`src/hw/rtl/sptk_pkg.sv`:
```
`timescale 1ns / 1ps
// ----------------------------------------------------------------------------
// sptk_pkg
// Shared constants and types for the sorted pair key table.
// ----------------------------------------------------------------------------
package sptk_pkg;

    localparam int TABLE_DEPTH = 64;
    localparam int ADDR_W      = $clog2(TABLE_DEPTH);
    localparam int CNT_W       = $clog2(TABLE_DEPTH + 1);
    localparam int KEY_W       = 64;
    localparam int ID_W        = 32;
    localparam int SLOT_W      = 6;
    localparam int ECOUNT_W    = 7;
    localparam int OUTCOME_W   = 3;

    typedef enum logic [OUTCOME_W-1:0] {
        OUT_FOUND     = 3'd0,
        OUT_INSERTED  = 3'd1,
        OUT_NOT_FOUND = 3'd2,
        OUT_INVALID   = 3'd3,
        OUT_FULL      = 3'd4
    } outcome_t;

    typedef struct packed {
        logic              we;
        logic [ADDR_W-1:0] waddr;
        logic [KEY_W-1:0]  wdata;
        logic [ADDR_W-1:0] raddr;
    } mem_req_t;

endpackage

```
`src/hw/rtl/sptk_ram.sv`:
```
`timescale 1ns / 1ps
// ----------------------------------------------------------------------------
// sptk_ram
// Generic simple dual-port RAM, one write and one registered read port.
// ----------------------------------------------------------------------------
module sptk_ram #(
    parameter int WIDTH = 64,
    parameter int DEPTH = 64
) (
    input  logic                     clk,
    input  logic                     we,
    input  logic [$clog2(DEPTH)-1:0] waddr,
    input  logic [WIDTH-1:0]         wdata,
    input  logic [$clog2(DEPTH)-1:0] raddr,
    output logic [WIDTH-1:0]         rdata
);

    logic [WIDTH-1:0] mem [DEPTH];
    logic [WIDTH-1:0] rdata_reg;

    always_ff @(posedge clk)
    begin
        if (we)
        begin
            mem[waddr] <= wdata;
        end
        rdata_reg <= mem[raddr];
    end

    assign rdata = rdata_reg;

endmodule

```
`src/hw/rtl/sptk_engine.sv`:
```
`timescale 1ns / 1ps
// ----------------------------------------------------------------------------
// sptk_engine
// Binary search, shift-up insert and result sequencing over the key RAM.
// ----------------------------------------------------------------------------
module sptk_engine (
    input  logic                         clk,
    input  logic                         rst_n,
    input  logic                         start,
    input  logic                         mode,
    input  logic [sptk_pkg::ID_W-1:0]    first_id,
    input  logic [sptk_pkg::ID_W-1:0]    second_id,
    output logic                         busy,
    output logic                         done,
    output logic [sptk_pkg::OUTCOME_W-1:0] outcome,
    output logic [sptk_pkg::SLOT_W-1:0]  slot,
    output logic [sptk_pkg::ECOUNT_W-1:0] entry_count,
    output sptk_pkg::mem_req_t           mem_req,
    input  logic [sptk_pkg::KEY_W-1:0]   mem_rdata
);
    import sptk_pkg::*;

    typedef enum logic [4:0] {
        ST_IDLE   = 5'b00001,
        ST_PROBE  = 5'b00010,
        ST_CMP    = 5'b00100,
        ST_SHIFT  = 5'b01000,
        ST_INSERT = 5'b10000
    } state_t;

    state_t            state_reg, state_next;
    logic [CNT_W-1:0]  count_reg, count_next;
    logic              done_reg, done_next;

    logic [KEY_W-1:0]  key_reg, key_next;
    logic              mode_reg, mode_next;
    logic [CNT_W-1:0]  lo_reg, lo_next;
    logic [CNT_W-1:0]  hi_reg, hi_next;
    logic [ADDR_W-1:0] mid_reg, mid_next;
    logic              found_reg, found_next;
    logic [ADDR_W-1:0] cur_reg, cur_next;
    logic [ADDR_W-1:0] last_reg, last_next;
    logic              pend_reg, pend_next;
    logic              more_reg, more_next;
    outcome_t          outcome_reg, outcome_next;
    logic [ADDR_W-1:0] slot_reg, slot_next;
    logic [CNT_W-1:0]  ecount_reg, ecount_next;

    logic [CNT_W:0]    mid_sum;
    logic [ADDR_W-1:0] mid_addr;
    logic [ADDR_W-1:0] pos;
    logic              id_bad;

    assign mid_sum  = {1'b0, lo_reg} + {1'b0, hi_reg};
    assign mid_addr = mid_sum[ADDR_W:1];
    assign pos      = lo_reg[ADDR_W-1:0];
    assign id_bad   = (key_reg[KEY_W-1:ID_W] == '0) || (key_reg[ID_W-1:0] == '0);

    always_comb
    begin
        state_next   = state_reg;
        count_next   = count_reg;
        done_next    = 1'b0;
        key_next     = key_reg;
        mode_next    = mode_reg;
        lo_next      = lo_reg;
        hi_next      = hi_reg;
        mid_next     = mid_reg;
        found_next   = found_reg;
        cur_next     = cur_reg;
        last_next    = last_reg;
        pend_next    = pend_reg;
        more_next    = more_reg;
        outcome_next = outcome_reg;
        slot_next    = slot_reg;
        ecount_next  = ecount_reg;
        mem_req      = '0;

        case (state_reg)
            ST_IDLE:
            begin
                if (start)
                begin
                    key_next   = {first_id, second_id};
                    mode_next  = mode;
                    lo_next    = '0;
                    hi_next    = count_reg;
                    found_next = 1'b0;
                    state_next = ST_PROBE;
                end
            end
            ST_PROBE:
            begin
                if (lo_reg < hi_reg)
                begin
                    mem_req.raddr = mid_addr;
                    mid_next      = mid_addr;
                    state_next    = ST_CMP;
                end
                else
                begin
                    slot_next   = '0;
                    ecount_next = count_reg;
                    if (found_reg)
                    begin
                        outcome_next = OUT_FOUND;
                        slot_next    = pos;
                        done_next    = 1'b1;
                        state_next   = ST_IDLE;
                    end
                    else if (!mode_reg)
                    begin
                        outcome_next = OUT_NOT_FOUND;
                        done_next    = 1'b1;
                        state_next   = ST_IDLE;
                    end
                    else if (id_bad)
                    begin
                        outcome_next = OUT_INVALID;
                        done_next    = 1'b1;
                        state_next   = ST_IDLE;
                    end
                    else if (count_reg >= CNT_W'(TABLE_DEPTH))
                    begin
                        outcome_next = OUT_FULL;
                        done_next    = 1'b1;
                        state_next   = ST_IDLE;
                    end
                    else if (count_reg == lo_reg)
                    begin
                        state_next = ST_INSERT;
                    end
                    else
                    begin
                        cur_next   = ADDR_W'(count_reg - CNT_W'(1));
                        pend_next  = 1'b0;
                        more_next  = 1'b1;
                        state_next = ST_SHIFT;
                    end
                end
            end
            ST_CMP:
            begin
                if (mem_rdata < key_reg)
                begin
                    lo_next = CNT_W'(mid_reg) + CNT_W'(1);
                end
                else
                begin
                    hi_next = CNT_W'(mid_reg);
                end
                if (mem_rdata == key_reg)
                begin
                    found_next = 1'b1;
                end
                state_next = ST_PROBE;
            end
            ST_SHIFT:
            begin
                // read entry i-1 while writing the previous read to i+1
                if (pend_reg)
                begin
                    mem_req.we    = 1'b1;
                    mem_req.waddr = last_reg + ADDR_W'(1);
                    mem_req.wdata = mem_rdata;
                end
                if (more_reg)
                begin
                    mem_req.raddr = cur_reg;
                    last_next     = cur_reg;
                    pend_next     = 1'b1;
                    more_next     = (cur_reg != pos);
                    cur_next      = cur_reg - ADDR_W'(1);
                end
                else
                begin
                    pend_next = 1'b0;
                    if (!pend_reg)
                    begin
                        state_next = ST_INSERT;
                    end
                end
            end
            ST_INSERT:
            begin
                mem_req.we    = 1'b1;
                mem_req.waddr = pos;
                mem_req.wdata = key_reg;
                count_next    = count_reg + CNT_W'(1);
                outcome_next  = OUT_INSERTED;
                slot_next     = pos;
                ecount_next   = count_reg + CNT_W'(1);
                done_next     = 1'b1;
                state_next    = ST_IDLE;
            end
            default:
            begin
                state_next = ST_IDLE;
            end
        endcase
    end

    always_ff @(posedge clk or negedge rst_n)
    begin
        if (!rst_n)
        begin
            state_reg <= ST_IDLE;
            count_reg <= '0;
            done_reg  <= 1'b0;
            pend_reg  <= 1'b0;
            more_reg  <= 1'b0;
            found_reg <= 1'b0;
        end
        else
        begin
            state_reg <= state_next;
            count_reg <= count_next;
            done_reg  <= done_next;
            pend_reg  <= pend_next;
            more_reg  <= more_next;
            found_reg <= found_next;
        end
    end

    always_ff @(posedge clk)
    begin
        key_reg     <= key_next;
        mode_reg    <= mode_next;
        lo_reg      <= lo_next;
        hi_reg      <= hi_next;
        mid_reg     <= mid_next;
        cur_reg     <= cur_next;
        last_reg    <= last_next;
        outcome_reg <= outcome_next;
        slot_reg    <= slot_next;
        ecount_reg  <= ecount_next;
    end

    assign busy        = (state_reg != ST_IDLE);
    assign done        = done_reg;
    assign outcome     = outcome_reg;
    assign slot        = SLOT_W'(slot_reg);
    assign entry_count = ECOUNT_W'(ecount_reg);

    a_done_idle: assert property (@(posedge clk) disable iff (!rst_n)
        done_reg |-> (state_reg == ST_IDLE))
        else $error("result strobe outside idle");

    a_count_max: assert property (@(posedge clk) disable iff (!rst_n)
        count_reg <= CNT_W'(TABLE_DEPTH))
        else $error("key count above table depth");

    a_insert_count: assert property (@(posedge clk) disable iff (!rst_n)
        (state_reg == ST_INSERT) |=> (count_reg == $past(count_reg) + CNT_W'(1)))
        else $error("insert did not bump key count");

    a_count_hold: assert property (@(posedge clk) disable iff (!rst_n)
        (state_reg != ST_INSERT) |=> $stable(count_reg))
        else $error("key count changed outside insert");

    a_shift_above: assert property (@(posedge clk) disable iff (!rst_n)
        ((state_reg == ST_SHIFT) && mem_req.we) |-> (mem_req.waddr > pos))
        else $error("shift write at or below insert position");

endmodule

```
`src/hw/rtl/sorted_pair_key_table_core.sv`:
```
`timescale 1ns / 1ps
// ----------------------------------------------------------------------------
// sorted_pair_key_table_core
// Sorted table of 64-bit keys {first_id, second_id} with lookup and insert.
// ----------------------------------------------------------------------------
// A word is taken when start is high and busy is low; busy stays high until
// the result is out. The result appears for one cycle with done high and
// must be captured then, as there is no back pressure. Each binary-search
// probe of a lookup passes through the PROBE and CMP states, since every
// probe waits on the registered read of the key RAM. An insert then shifts
// the held keys from pos upward, one RAM entry moved per cycle, and skips
// the shift when the key goes after every held key; the new key is written
// at pos in the 64-entry table. The key RAM needs no clearing after reset.
// ----------------------------------------------------------------------------
module sorted_pair_key_table_core (
    input  logic                           clk,
    input  logic                           rst_n,
    input  logic                           start,
    output logic                           busy,
    input  logic                           mode,
    input  logic [sptk_pkg::ID_W-1:0]      first_id,
    input  logic [sptk_pkg::ID_W-1:0]      second_id,
    output logic                           done,
    output logic [sptk_pkg::OUTCOME_W-1:0] outcome,
    output logic [sptk_pkg::SLOT_W-1:0]    slot,
    output logic [sptk_pkg::ECOUNT_W-1:0]  entry_count
);
    import sptk_pkg::*;

    mem_req_t         mem_req;
    logic [KEY_W-1:0] mem_rdata;

    sptk_engine u_engine (
        .clk         (clk),
        .rst_n       (rst_n),
        .start       (start),
        .mode        (mode),
        .first_id    (first_id),
        .second_id   (second_id),
        .busy        (busy),
        .done        (done),
        .outcome     (outcome),
        .slot        (slot),
        .entry_count (entry_count),
        .mem_req     (mem_req),
        .mem_rdata   (mem_rdata)
    );

    sptk_ram #(
        .WIDTH (KEY_W),
        .DEPTH (TABLE_DEPTH)
    ) u_key_ram (
        .clk   (clk),
        .we    (mem_req.we),
        .waddr (mem_req.waddr),
        .wdata (mem_req.wdata),
        .raddr (mem_req.raddr),
        .rdata (mem_rdata)
    );

endmodule
```
`config.mk`:
```
export PLATFORM = sky130hd
export DESIGN_NAME = sorted_pair_key_table_core
export DESIGN_NICKNAME = d
export VERILOG_FILES = /design/src/hw/rtl/sptk_pkg.sv /design/src/hw/rtl/sptk_ram.sv /design/src/hw/rtl/sptk_engine.sv /design/src/hw/rtl/sorted_pair_key_table_core.sv
export SDC_FILE = /design/constraint.sdc
export NUM_CORES = 2
export LEC_CHECK = 0
export BUFFER_PORTS_ARGS = -buffer_cell sky130_fd_sc_hd__clkbuf_2
export CAP_MARGIN = 0
export CELL_PAD_IN_SITES_DETAIL_PLACEMENT = 0
export CELL_PAD_IN_SITES_GLOBAL_PLACEMENT = 2
export CORE_ASPECT_RATIO = 1.75
export CORE_MARGIN = 3
export CORE_UTILIZATION = 50
export CTS_CLUSTER_DIAMETER = 120
export CTS_CLUSTER_SIZE = 24
export DETAILED_ROUTE_END_ITERATION = 7
export PLACE_DENSITY = 0.91
export SYNTH_ARGS = -nofsm -noshare
export SYNTH_HDL_FRONTEND = slang
export SYNTH_SLANG_ARGS = --single-unit
```
`constraint.sdc`:
```
create_clock -name clk -period 16.75 [get_ports clk]
set_input_delay 0 -clock clk [delete_from_list [all_inputs] [get_ports clk]]
set_output_delay 0 -clock clk [all_outputs]
set_load 0.05 [all_outputs]
```
==> run metrics <==
Layout Utilization=0.546; CTS Hold Buffers Added=134; H-tree depth=4; largest net degree at the start of global routing=roughly 180; Site Rows=282; main flop type after synthesis=edfxtp_1; core footprint=338000 sq um; CTS tree=done; minimum clock period=7.18 ns; ys async rst share=0.00373; # fillers=roughly 27000; Max Used Layer=met5; Yosys top cell by area=edfxtp_1; Crit. End Element=flip-flop; die area=347000 sq um; MaxCap Viol Count=1; Setup CP Type=reg2reg; total wire length=568000 um; RSZ-0062 raised after global routing=false; setup bufs post-CTS=0; Crit path required time=17.66 ns; nets=about 12000; Synth Net Count=between 10000 and 15000; # clock sinks=4289; gr ovfl total=0; met3 WL post-DR=57400 um; outcome=complete, but fails checks; Vias per Instance=6.50; clk root buf=clkbuf_16; Final Hold Vio Count=0; R2R Path Start=u_engine.state_reg[4]; max FFs per register=4096; Yosys top cell area share=0.744; Pwr per Cell Area=113 nW/um^2; wl on met1=roughly 190000 um; Critical Path Start=u_engine.state_reg[4]; vias in the first global route=103415; clk_lat worst skew=1.00 ns; max frequency=approximately 0.14 GHz; worst slew pin tran=1.52 ns; Hold Crit Class=in2reg; register area=128000 sq um; syn avg cell area=13.8 sq um; most common cell in the netlist=edfxtp_1; GRT Total Usage=0.321; final slew viol count=22; yosys synthesis warning count=0; Layout area overhead=8.47%; Post-synth EDFFs=4209; drt first pass iters=8; Antenna Nets Post-Route=0; Final setup viols=0; fin crit share=0.429; Sum Neg Setup Slack=0 ns; Multi-input gate area=roughly 40000 sq um; Initial Utilization=0.503; # IOs=86; Placer Congestion=0.885; sequential area share after synthesis=0.754; share of layout cells above drive strength 1=0.0713; clock slew seen by the registers of the worst setup and hold paths=0.10 ns; CTS Buf Count=204; detailed-route wire length per cell=around 34 um; met2 wire length=271000 um; clk buf depth=4; skew final=0.0935 ns; crit path max fanout=76; Leak=0.0573 uW; # port buffers=85; synthesized flop and latch total=4289; failing checks=capacitance limit, slew limit; initial antenna violation count=16; CP Launch Type=flip-flop; initial DRC count=15313; Synth area leaders=edfxtp_1 (74%), nand2_1 (7.0%), nand3_1 (4.4%); Vias=109517; worst-case register-to-register setup slack=roughly 9.6 ns; DRC=0; Synth cell types=80; first-pass GRT wire length=783000 um; synthesized area=around 170000 sq um; cts repair resizes=0; hold path start=start; Arrival @ worst endpoint=8.08 ns; maximum vdd drop=slightly below 0.1 mV; Syn Inst Count=about 12000; slew margin rel.=-0.0156; Detail Placement HPWL=306000 um; Die X=between 400 and 500 um; DIE HEIGHT=777 um; top cells by count, synth=edfxtp_1 (4209), nand2_1 (3163), nand3_1 (1488)
==> critical path, cell delays in order, from the launching register on <==
cell and delay (ns):
dfrtp_1 0.46, nor4_1 0.59, nand3_1 0.38, inv_2 0.33, nand2_1 0.35, o31ai_4 0.18
buf_4 0.73, buf_4 0.86, buf_4 0.77, buf_4 0.90, nand2_1 0.12, nand3_1 0.11
a21boi_0 0.17, a2111oi_0 0.69, and4_1 0.30
==> worst paths after layout <==
check                                        end  cells after the start
min in group asynchronous          u_engine.done                      3
min reg2reg                    u_engine.pend_reg                      2
max                           u_key_ram.rdata[2]                     14
max reg2reg                   u_key_ram.rdata[2]                     14
max in group asynchronous  u_engine.count_reg[4]                      3
min                        u_engine.state_reg[4]                      4
==> report_power, final <==
group	internal [uW]	total, uW	switching (uW)
sequential	11800	12000	213
clock	2340	5620	3280
combinational	918	3150	2230
total	15000	20700	5720
==> through the flow <==
stage               total power (uW)  std cells  cell area [sq um]  worst slack [ns]  hold slack [ns]
finish                         20700      16861             184000              9.57           0.0569
global route                   21300      16849             184000              9.37           0.0972
CTS                            20700      16841             184000              9.72           0.0265
detailed placement             15300      16361             177000              9.72          -0.0339
global placement               15200      16358             177000              9.71          -0.0450
floorplan                      14100      12277             170000             11.38           -0.296
==> metal layers <==
layer  GRT usage  vias up
met3      0.0501     1805
li1            -    45194
met4       0.241        8
met1       0.382    55341
met2       0.527     7169
met5           0        -
==> final cells by class <==
| type | count | share of cell area |
|---|---|---|
| repair buffers | 562 | 0.0254 |
| inverters | 128 | 0.00261 |
| multi-input cells | 7119 | 0.215 |
| clock inverters | 4 | 0.000231 |
| diodes | 15 | 0.000204 |
| flip-flops and latches | 4289 | 0.695 |
| clock buffers | 342 | 0.0310 |
| well taps | 4402 | 0.0299 |
==> cell usage in the layout (no fill, tap or decap), drive strengths merged, types with 14 or more instances in the layout <==
| cell | Yosys | final |
|---|---|---|
| a2111o | 15 | 15 |
| a2111oi | 51 | 51 |
| a21boi | 65 | 65 |
| a21o | 22 | 22 |
| a21oi | 725 | 725 |
| a22oi | 14 | 14 |
| a31oi | 24 | 24 |
| and2 | 19 | 19 |
| and3 | 20 | 20 |
| and4 | 41 | 41 |
| buf | 248 | 341 |
| clkbuf | 493 | 427 |
| dfrtp | 15 | 15 |
| dfxtp | 64 | 64 |
| diode | 0 | 15 |
| dlygate4sd3 | 0 | 134 |
| edfxtp | 4209 | 4209 |
| ha | 80 | 80 |
| inv | 127 | 129 |
| mux2 | 15 | 15 |
| mux2i | 584 | 584 |
| mux4 | 63 | 63 |
| nand2 | 3163 | 3163 |
| nand2b | 14 | 14 |
| nand3 | 1488 | 1488 |
| nand4 | 29 | 29 |
| nor2 | 99 | 99 |
| nor2b | 15 | 15 |
| nor3 | 58 | 58 |
| nor4 | 71 | 71 |
| o211ai | 43 | 43 |
| o21ai | 94 | 94 |
| o22ai | 54 | 54 |
| o311ai | 41 | 41 |
| o41ai | 45 | 45 |
| or4 | 20 | 20 |
| xnor2 | 18 | 18 |
| xor2 | 14 | 14 |
==> cell families after synthesis <==
logic type,synth area share
AND/OR/NAND/NOR,0.129
flip-flops,0.754
AO/OA/AOI/OAI,0.0453
buffers and inverters,0.0204
multiplexers,0.0438
adder cells (fa/ha/maj),0.00601
XOR/XNOR,0.00165
Note: power is estimated with default switching activity, not from simulation.
